--- config.mk ---
export PLATFORM = sky130hd
export DESIGN_NAME = interval_timer_with_irq
export DESIGN_NICKNAME = d
export VERILOG_FILES = /design/src/itmr_pkg.sv /design/src/interval_timer_with_irq.sv /design/src/itmr_div.sv /design/src/itmr_core.sv
export SDC_FILE = /design/constraint.sdc
export NUM_CORES = 1
export LEC_CHECK = 0
export ABC_AREA = 1
export CAP_MARGIN = 20
export CORE_MARGIN = 4
export CORE_UTILIZATION = 48
export CTS_BUF_LIST = sky130_fd_sc_hd__clkbuf_4
export CTS_CLUSTER_DIAMETER = 50
export DETAILED_ROUTE_END_ITERATION = 6
export DONT_BUFFER_PORTS = 1
export PLACE_DENSITY = 0.74
export SYNTH_ARGS = -nofsm -noshare
export SYNTH_HDL_FRONTEND = slang
export SYNTH_SLANG_ARGS = --single-unit
--- constraint.sdc ---
create_clock -name clk -period 10.78 [get_ports clk]
set_input_delay 2.156 -clock clk [delete_from_list [all_inputs] [get_ports clk]]
set_output_delay 2.156 -clock clk [all_outputs]
set_load 0.005 [all_outputs]
--- src/itmr_pkg.sv ---
`default_nettype none

package itmr_pkg;

	// Bus request kinds.
	typedef enum logic [1:0] {
		REQ_TICK = 2'd0,
		REQ_RD16 = 2'd1,
		REQ_RD8  = 2'd2,
		REQ_WR16 = 2'd3
	} itmr_op_t;

	// Register map; bits 11..6 of the address pick the register.
	localparam logic [11:0] SEL_MASK     = 12'hFC0;
	localparam logic [11:0] ADDR_CONTROL = 12'hF00;
	localparam logic [11:0] ADDR_PERIOD  = 12'hF80;
	localparam logic [11:0] ADDR_COUNTER = 12'hFC0;

	// Control register bit positions.
	localparam int CTL_IRQ_EN   = 0;
	localparam int CTL_COUNT_EN = 1;
	localparam int CTL_FLAG     = 2;

	// A period of zero stands for 65536.
	localparam logic [16:0] PERIOD_FULL = 17'h10000;

	typedef struct packed {
		itmr_op_t    req_type;
		logic [11:0] address;
		logic [15:0] write_data;
	} itmr_req_t;

	typedef struct packed {
		logic [15:0] read_data;
		logic        irq_line;
	} itmr_rsp_t;

endpackage

`default_nettype wire

--- src/interval_timer_with_irq.sv ---
// A result shows on rsp once its request has passed the input register
// and then the result register, which loads only while the output is free.
// One request per cycle is sustained while the output is not stalled; the
// input register and the result register each advance every such cycle.
// The critical path is the reciprocal multiply behind a counter read.
// Reset (arst_n low) clears control, period, counter and both valid flags.
`default_nettype none

module interval_timer_with_irq #(
	parameter int PRESCALE = 15
) (
	input  wire logic                clk,
	input  wire logic                arst_n,
	input  wire logic                req_valid,
	output logic                     req_stall,
	input  wire itmr_pkg::itmr_req_t req,
	output logic                     rsp_valid,
	input  wire logic                rsp_stall,
	output itmr_pkg::itmr_rsp_t      rsp
);
	import itmr_pkg::*;

	// The counter must hold the longest effective period, 65536 * PRESCALE.
	localparam int CNT_W = $clog2(65536 * PRESCALE + 1);

	// Stage 1 holds the accepted request; stage 2 holds its result.
	logic      valid_s1;
	itmr_req_t req_s1;
	logic      rsp_valid_s2;
	itmr_rsp_t rsp_s2;
	itmr_rsp_t rsp_c;
	logic      adv;
	logic      exec;

	// The result register can take a new value when it is empty or being
	// drained this cycle. The request in stage 1 executes exactly then, and
	// stage 1 refills in the same cycle, so back-to-back requests flow.
	assign adv       = !rsp_valid_s2 || !rsp_stall;
	assign exec      = valid_s1 && adv;
	assign req_stall = valid_s1 && !adv;

	itmr_core #(
		.PRESCALE(PRESCALE),
		.CNT_W   (CNT_W)
	) u_core (
		.clk   (clk),
		.arst_n(arst_n),
		.exec  (exec),
		.req   (req_s1),
		.rsp   (rsp_c)
	);

	always_ff @(posedge clk or negedge arst_n) begin
		if (!arst_n) begin
			valid_s1     <= 1'b0;
			rsp_valid_s2 <= 1'b0;
		end else begin
			if (!req_stall) begin
				valid_s1 <= req_valid;
			end
			if (adv) begin
				rsp_valid_s2 <= valid_s1;
			end
		end
	end

	// Payload registers carry no reset; their valid flags guard them.
	always_ff @(posedge clk) begin
		if (req_valid && !req_stall) begin
			req_s1 <= req;
		end
		if (exec) begin
			rsp_s2 <= rsp_c;
		end
	end

	assign rsp_valid = rsp_valid_s2;
	assign rsp       = rsp_s2;

endmodule

`default_nettype wire

--- src/itmr_div.sv ---
`default_nettype none

// Rounded-up quotient of the counter by PRESCALE through a reciprocal
// multiply that is exact over the whole counter range.
module itmr_div #(
	parameter int PRESCALE = 15,
	parameter int CNT_W    = 20
) (
	input  wire logic [CNT_W-1:0] count,
	output logic [15:0]           quot
);
	localparam int NUM_W = CNT_W + 1;
	localparam int SH    = NUM_W + $clog2(PRESCALE);
	localparam int RW    = NUM_W + 1;
	localparam int PW    = NUM_W + RW;
	localparam longint unsigned RECIP_L =
		((64'd1 << SH) + 64'(PRESCALE) - 64'd1) / 64'(PRESCALE);
	localparam logic [RW-1:0] RECIP = RW'(RECIP_L);

	logic [NUM_W-1:0] num;
	logic [PW-1:0]    prod;

	assign num  = {1'b0, count} + NUM_W'(PRESCALE - 1);
	assign prod = PW'(num) * PW'(RECIP);
	assign quot = prod[SH+15:SH];

endmodule

`default_nettype wire

--- src/itmr_core.sv ---
`default_nettype none

// Timer state and the combinational execution of one request, committed when exec is high.
module itmr_core #(
	parameter int PRESCALE = 15,
	parameter int CNT_W    = 20
) (
	input  wire logic              clk,
	input  wire logic              arst_n,
	input  wire logic              exec,
	input  wire itmr_pkg::itmr_req_t req,
	output itmr_pkg::itmr_rsp_t    rsp
);
	import itmr_pkg::*;

	logic [2:0]       ctl_q, ctl_d;
	logic [15:0]      period_q, period_d;
	logic [CNT_W-1:0] cnt_q, cnt_d;
	logic [16:0]      per_ext;
	logic [CNT_W-1:0] reload_val;
	logic [15:0]      cnt_rd;
	logic [15:0]      reg16;
	logic [15:0]      rd;
	logic [11:0]      sel;

	itmr_div #(
		.PRESCALE(PRESCALE),
		.CNT_W   (CNT_W)
	) u_div (
		.count(cnt_q),
		.quot (cnt_rd)
	);

	assign per_ext    = (period_q == 16'd0) ? PERIOD_FULL : {1'b0, period_q};
	assign reload_val = CNT_W'(per_ext) * CNT_W'(PRESCALE);
	assign sel        = req.address & SEL_MASK;

	always_comb begin
		unique case (sel)
			ADDR_CONTROL: reg16 = {13'd0, ctl_q};
			ADDR_PERIOD:  reg16 = period_q;
			ADDR_COUNTER: reg16 = cnt_rd;
			default:      reg16 = 16'd0;
		endcase
	end

	always_comb begin
		ctl_d    = ctl_q;
		period_d = period_q;
		cnt_d    = cnt_q;
		rd       = 16'd0;
		unique case (req.req_type)
			REQ_TICK: begin
				if (ctl_q[CTL_COUNT_EN]) begin
					if (cnt_q <= CNT_W'(1)) begin
						// Reload; a zero count wraps to one below the reload value, period times PRESCALE.
						cnt_d = cnt_q + reload_val - CNT_W'(1);
						if (ctl_q[CTL_IRQ_EN]) begin
							ctl_d[CTL_FLAG] = 1'b1;
						end
					end else begin
						cnt_d = cnt_q - CNT_W'(1);
					end
				end
			end
			REQ_RD16: begin
				rd = reg16;
			end
			REQ_RD8: begin
				rd = {8'h00, req.address[0] ? reg16[15:8] : reg16[7:0]};
			end
			REQ_WR16: begin
				if (sel == ADDR_CONTROL) begin
					if (!ctl_q[CTL_COUNT_EN] && req.write_data[CTL_COUNT_EN]) begin
						cnt_d = reload_val;
					end
					ctl_d = req.write_data[2:0];
				end else if (sel == ADDR_PERIOD) begin
					period_d = req.write_data;
				end
			end
			default: begin
			end
		endcase
	end

	assign rsp.read_data = rd;
	assign rsp.irq_line  = ctl_d[CTL_FLAG];

	always_ff @(posedge clk or negedge arst_n) begin
		if (!arst_n) begin
			ctl_q    <= 3'd0;
			period_q <= 16'd0;
			cnt_q    <= '0;
		end else if (exec) begin
			ctl_q    <= ctl_d;
			period_q <= period_d;
			cnt_q    <= cnt_d;
		end
	end

endmodule

`default_nettype wire

==> metrics.md, run 1 <==
| Metric | Value |
|---|---|
| Total number of nets in the final design | `2133` |
| Largest fanout on the critical path | `9` |
| Clock latency on the worst-skew pair | `0.49 ns` |
| Max Clock Skew | `0.0470 ns` |
| Final GP Congestion | `0.993` |
| Proportion of layout cells with a drive suffix above 1 | `0.0468` |
| Slowest cell delay on critical path | `0.57 ns` |
| Post-synth EDFFs | `42` |
| Post-Syn Nets | `2143` |
| Commonest non-fill, non-tap cell in the layout | `nand2_1` |
| First DRT Iteration DRCs | `774` |
| Non-filler cells in the finished layout | `2147` |
| Average via count per standard cell | `5.30` |
| Final setup fails | `0` |
| Layout filler cell count | `2610` |
| Placement row count | `60` |
| Layout area overhead | `3.77%` |
| Transition time of the tightest slew-check pin | `0.978 ns` |
| Post-synth design cell area | `0.0134 mm^2` |
| Routed length per instance | `15.2 um` |
| Pins Over Slew Limit | `0` |
| Total iterations of the first detailed-routing run | `6` |
| Syn_area_per_cell | `7.56 um^2` |
| Number of hold buffers added after cts | `0` |
| Logic depth of the worst register-to-register path | `31` |
| CP startpoint kind | `flop` |
| Kind of critical path | `reg2reg` |
| Pin count of the biggest net entering global routing | `42` |
| Final clock period utilization by the worst path | `0.649` |
| Commonest cells after routing, fill and taps aside | `404 x nand2_1, 324 x inv_1, 241 x ha_1` |
| Maximum clock rate | `143 MHz` |
| Max Root-Sink Buffers | `2` |
| Setup repair after global routing missed its margin | `no` |
| Post-route antenna net violation count | `0` |
| Antenna violations before repair | `1` |
| Most used cell along the critical path | `ha_1` |
| CTS resizes | `0` |
| Total global-route track usage | `0.210` |
| Inst Count DP | `2129` |
| Post-synthesis async set-or-reset flop share | `0.494` |
| Tightest slew margin relative to the limit | `0.343` |
| Ports | `53` |
| Final critical-path required period | `6.99 ns` |
| Post-CTS setup buffer count | `0` |
| Clock net sink count | `83` |
| Final core utilization | `0.512` |
| Gate count of the mapped netlist | `1778` |
| Core region area | `0.0273 mm^2` |
| Via count of the first global-routing pass | `10900` |
| Port Buffer Count | `0` |
| Hold Fails Final Rpt | `0` |
| CP max stage cell | `dfrtp_1` |
| Total die area | `0.0307 mm^2` |
| Seq/Total Area, Yosys | `0.170` |
| Total number of yosys warnings | `0` |
| Clock tree from TritonCTS | `yes` |
| First-pass GRT wire length | `52700 um` |
| Setup_tns | `0 ns` |
| Worst reg2reg setup slack | `3.79 ns` |
| Flip-flop cell with the highest count after synthesis | `edfxtp_1` |
| Total detailed-routing wirelength | `32600 um` |
| Buffer type at the clock tree root | `clkbuf_4` |
| Post-detailed-route DRC marker count | `0` |
| Instance count along the most critical hold path | `1` |
| Outcome | `complete, no violations` |
| Die span in x | `175 um` |
| Die height | `175 um` |
| Required time worst endpoint | `11.03 ns` |
| GRT overflow | `0` |
| Effective utilization at floorplan | `0.493` |
| CTS clk-pin slew, worst paths | `0.17 ns` |
| H-tree depth | `3` |
| Post-synth cell types | `53` |
| Clock buffer count from CTS | `9` |
| Register bit total from synthesis | `83` |
| Number of max-cap violations | `0` |
| Crit. End Element | `flop` |
| Arr. time, crit path | `7.24 ns` |
| HPWL after DPL | `28100 um` |
| Vias after detailed routing | `11400` |
| Class of the worst hold path | `reg2reg` |
-- sequential cells by signal, summed over array words and instances, names as in the netlist --
signal,cells
req_s1,25
u_core.cnt_q,20
rsp,17
u_core.period_q,16
u_core.ctl_q,3
rsp_valid,1
valid_s1,1
-- per-stage QoR --
stage                     worst slack, ns  hold slack [ns]  instance area (um^2)
after floorplan                      4.65            0.446                 13400
after global placement               3.97            0.463                 13800
after detailed placement             3.85            0.476                 13800
after CTS                            3.80            0.510                 13900
after global routing                 3.32            0.523                 13900
final                                3.79            0.509                 13900
-- metal layers --
metal / track usage / part of all wire / up-vias
li1: - / - / 5676
met1: 0.284 / 0.45 / 5315
met2: 0.340 / 0.45 / 319
met3: 0.0383 / 0.066 / 63
met4: 0.0750 / 0.033 / 0
met5: 0 / 0 / -
-- synth_stat cells, types with 16 or more instances --
cell type / number / share of area
o21ai_0: 51 / 0.019
edfxtp_1: 42 / 0.094
nor3_1: 16 / 0.0060
nand3_1: 81 / 0.030
inv_1: 324 / 0.091
o21ai_1: 29 / 0.011
ha_1: 241 / 0.22
fa_1: 90 / 0.13
dfrtp_1: 41 / 0.076
xor2_1: 35 / 0.023
nand2_1: 404 / 0.11
a21oi_1: 103 / 0.038
nor2_1: 140 / 0.039
-- layout make-up --
| type | instances | area, um^2 | share of cell area |
|---|---|---|---|
| inverter | 341 | 1280 | 0.0922 |
| timing repair buffer | 1 | 7.51 | 0.000539 |
| multi-input combinational | 1332 | 9750 | 0.700 |
| sequential | 83 | 2290 | 0.164 |
| clock buffer | 9 | 67.6 | 0.00485 |
| antenna | 2 | 5.00 | 0.000359 |
| clock inverter | 7 | 71.3 | 0.00512 |
| tap | 372 | 465 | 0.0334 |
-- kinds of logic after synthesis --
logic type / synth area share
flops: 0.170
xor+xnor: 0.0319
simple gates: 0.237
mux: 0.00251
compound gates: 0.0957
buf+inv: 0.104
fa+ha+maj: 0.359
-- path summary, 6_finish.rpt --
kind                                 startpoint            endpoint
max in group asynchronous                arst_n  u_core.period_q[2]
min in group asynchronous                arst_n    u_core.cnt_q[19]
worst max register to register  u_core.cnt_q[1]              rsp[8]
worst min register to register        req_s1[9]  u_core.period_q[9]
worst max-delay path            u_core.cnt_q[1]              rsp[8]
worst min-delay path                  req_s1[9]  u_core.period_q[9]
-- critical path, delay by kind of cell, from the launching register on --
family	cells	cell delay, ns
adder cells (fa/ha/maj)	9	3.42
AND/OR/NAND/NOR	18	2.33
flip-flops	1	0.57
buffers and inverters	4	0.43
Power of run 1 is left out: the tool's default activity adds up to more than one toggle a clock period on the data nets, which glitch-free logic cannot reach.
==> run 2, diff against run 1 <==
--- a/config.mk
+++ b/config.mk
@@ -13,7 +13,7 @@
 export CTS_CLUSTER_DIAMETER = 50
 export DETAILED_ROUTE_END_ITERATION = 6
 export DONT_BUFFER_PORTS = 1
-export PLACE_DENSITY = 0.74
+export PLACE_DENSITY = 0.76
 export SYNTH_ARGS = -nofsm -noshare
 export SYNTH_HDL_FRONTEND = slang
 export SYNTH_SLANG_ARGS = --single-unit
==> constraint.sdc (replaced) <==
create_clock -name clk -period 5.8 [get_ports clk]
set_input_delay 1.16 -clock clk [delete_from_list [all_inputs] [get_ports clk]]
set_output_delay 1.16 -clock clk [all_outputs]
set_load 0.005 [all_outputs]
==> run 2 against run 1 <==
Effect of this change: the run now ends with negative setup slack left; non-clock buffer count grew 196; highest routed layer unchanged; sequential share of layout area shrank 2.5 points; via count grew 10%; critical endpoint unchanged; largest cell class unchanged; setup slack lost 4.2 ns; routed wire length grew 16%; hold slack lost 0.18 ns.
==> metrics.md, run 2 (synthesis gave the netlist of run 1 again) <==
| Metric | Value |
|---|---|
| Met2 global-route usage | `0.404 (was 0.340)` |
| Max Clock Skew | `0.0416 ns (was 0.0470 ns)` |
| Commonest cells after routing, fill and taps aside | `374 x nand2_1, 312 x inv_1, 200 x ha_1 (was 404 x nand2_1, 324 x inv_1, 241 x ha_1)` |
| Routing usage on met1 | `0.298 (was 0.284)` |
| Placement row count | `60 (unchanged)` |
| Number of flip-flops in the largest register | `25 (unchanged)` |
| Transition time of the tightest slew-check pin | `1.03 ns (was 0.978 ns)` |
| Total global-route track usage | `0.231 (was 0.210)` |
| Effective utilization at floorplan | `0.493 (unchanged)` |
| Clock net sink count | `83 (unchanged)` |
| H-tree depth | `3 (unchanged)` |
| Die height | `175 um (unchanged)` |
| Buffer type at the clock tree root | `clkbuf_4 (unchanged)` |
| Class of the worst hold path | `in2async (was reg2reg)` |
| Final critical-path required period | `6.20 ns (was 6.99 ns)` |
| Total number of nets in the final design | `2329 (was 2133)` |
| Hold Fails Final Rpt | `0 (unchanged)` |
| Setup repair after global routing missed its margin | `yes (was no)` |
| CTS clk-pin slew, worst paths | `0.19 ns (was 0.17 ns)` |
| Final GP Congestion | `1.01 (was 0.993)` |
| Vias after detailed routing | `12600 (was 11400)` |
| GRT overflow | `0 (unchanged)` |
| Diode count | `0 (was 2)` |
| Crit. End Element | `flop (unchanged)` |
| Average via count per standard cell | `5.37 (was 5.30)` |
| Most used cell along the critical path | `nand3_2 (was ha_1)` |
| Tightest slew margin relative to the limit | `0.307 (was 0.343)` |
| Layout area overhead | `22.6% (was 3.77%)` |
| Arr. time, crit path | `6.43 ns (was 7.24 ns)` |
| Met3 track utilization from global routing | `0.0267 (was 0.0383)` |
| Most Crowded Layer GR | `met2 (unchanged)` |
| Post-detailed-route DRC marker count | `0 (unchanged)` |
| CP max stage cell | `fa_1 (was dfrtp_1)` |
| Largest fanout on the critical path | `4 (was 9)` |
| Slowest cell delay on critical path | `0.56 ns (was 0.57 ns)` |
| Kind of critical path | `reg2reg (unchanged)` |
| Ports | `53 (unchanged)` |
| Routed length per instance | `16.1 um (was 15.2 um)` |
| Critical register-to-register path startpoint | `u_core.cnt_q[2] (was u_core.cnt_q[1])` |
| Pins Over Slew Limit | `0 (unchanged)` |
| First DRT Iteration DRCs | `811 (was 774)` |
| Final setup fails | `16 (was 0)` |
| Outcome | `finished with violations (was complete, no violations)` |
| Antenna violations before repair | `0 (was 1)` |
| Pin count of the biggest net entering global routing | `42 (unchanged)` |
| Register ranked first by flip-flop count | `req_s1 (unchanged)` |
| Via count of the first global-routing pass | `12200 (was 10900)` |
| Clock buffer count from CTS | `9 (unchanged)` |
| Worst hold slack after final layout | `0.330 ns (was 0.509 ns)` |
| Post-route antenna net violation count | `0 (unchanged)` |
| Number of hold buffers added after cts | `0 (unchanged)` |
| Die span in x | `175 um (unchanged)` |
| First-pass GRT wire length | `58100 um (was 52700 um)` |
| CP startpoint kind | `flop (unchanged)` |
| Setup_tns | `-4.44 ns (was 0 ns)` |
| Layout filler cell count | `2268 (was 2610)` |
| Maximum clock rate | `161 MHz (was 143 MHz)` |
| Commonest non-fill, non-tap cell in the layout | `nand2_1 (unchanged)` |
| Required time worst endpoint | `6.04 ns (was 11.03 ns)` |
| Worst setup path startpoint | `u_core.cnt_q[2] (was u_core.cnt_q[1])` |
| Total die area | `0.0307 mm^2 (unchanged)` |
| HPWL after DPL | `30200 um (was 28100 um)` |
| Clock tree from TritonCTS | `yes (unchanged)` |
| Proportion of layout cells with a drive suffix above 1 | `0.240 (was 0.0468)` |
| Total iterations of the first detailed-routing run | `5 (was 6)` |
| Port Buffer Count | `0 (unchanged)` |
| Max Root-Sink Buffers | `2 (unchanged)` |
| Total detailed-routing wirelength | `37800 um (was 32600 um)` |
| Final clock period utilization by the worst path | `1.07 (was 0.649)` |
| Least setup slack across all paths after layout | `-0.396 ns (was 3.79 ns)` |
| Violations in the final reports | `negative setup slack` |
| Clock latency on the worst-skew pair | `0.49 ns (about the same)` |
| Core region area | `0.0273 mm^2 (unchanged)` |
| Number of max-cap violations | `0 (unchanged)` |
[run 2: changes by cell type in the layout (fill, tap and decap cells not counted), moves of 29 or more]
cell / before / now
ha_4: 0 / 32
nor2_1: 139 / 110
nand2_1: 404 / 374
ha_1: 241 / 200
buf_4: 1 / 196
a21oi_1: 103 / 74
[run 2: repair_timing]
item / 4_1_cts / 5_1_grt
setup endpoints to repair: 18 / 27
pin swaps: 34 / 76
gates cloned: 0 / 0
buffers inserted: 8 / 10
gates resized for setup: 65 / 155
[run 2: worst max-delay path: cells and delay by family, from the launching register on]
kind	cells	cell delay [ns]
and+or+nand+nor	20	2.21
buffers and inverters	3	0.17
DFF	1	0.45
adders and majority gates	8	3.05
AOI/OAI and AO/OA	1	0.06
[run 2: cell type report]
class                   count  area [um^2]  area share
clock buffers               9         67.6     0.00410
clock inverters             7         76.3     0.00463
inverters                 341         1290      0.0783
multi-input cells        1332        10800       0.656
flip-flops and latches     83         2290       0.139
well taps                 372          465      0.0283
repair buffers            197         1480      0.0900
[run 2: per-stage QoR]
step	utilization	setup slack [ns]	area, um^2	instances
global placement	0.558	-0.314	15200	2307
CTS	0.576	-0.221	15700	2331
global route	0.604	-0.700	16500	2341
floorplan	-	-0.00941	13500	1778
detailed placement	0.558	-0.399	15200	2307
finish	0.604	-0.396	16500	2341
[run 2: final timing paths]
path | end | slack (ns) | cells after the start
setup / recovery | rsp[8] | -0.40 | 32
hold / removal | u_core.cnt_q[19] | 0.33 | 0
setup reg to reg | rsp[8] | -0.40 | 32
hold reg to reg | u_core.period_q[8] | 0.52 | 1
max in group asynchronous | valid_s1 | 5.34 | 0
min in group clk | u_core.period_q[8] | 0.52 | 1
[run 2: metal layers]
metal  vias to the layer above  part of all wire
li1                       6064                 -
met1                      5989              0.42
met2                       419              0.50
met3                        90             0.049
met4                         0             0.036
met5                         -                 0
Power of run 2 is left out for the same reason.
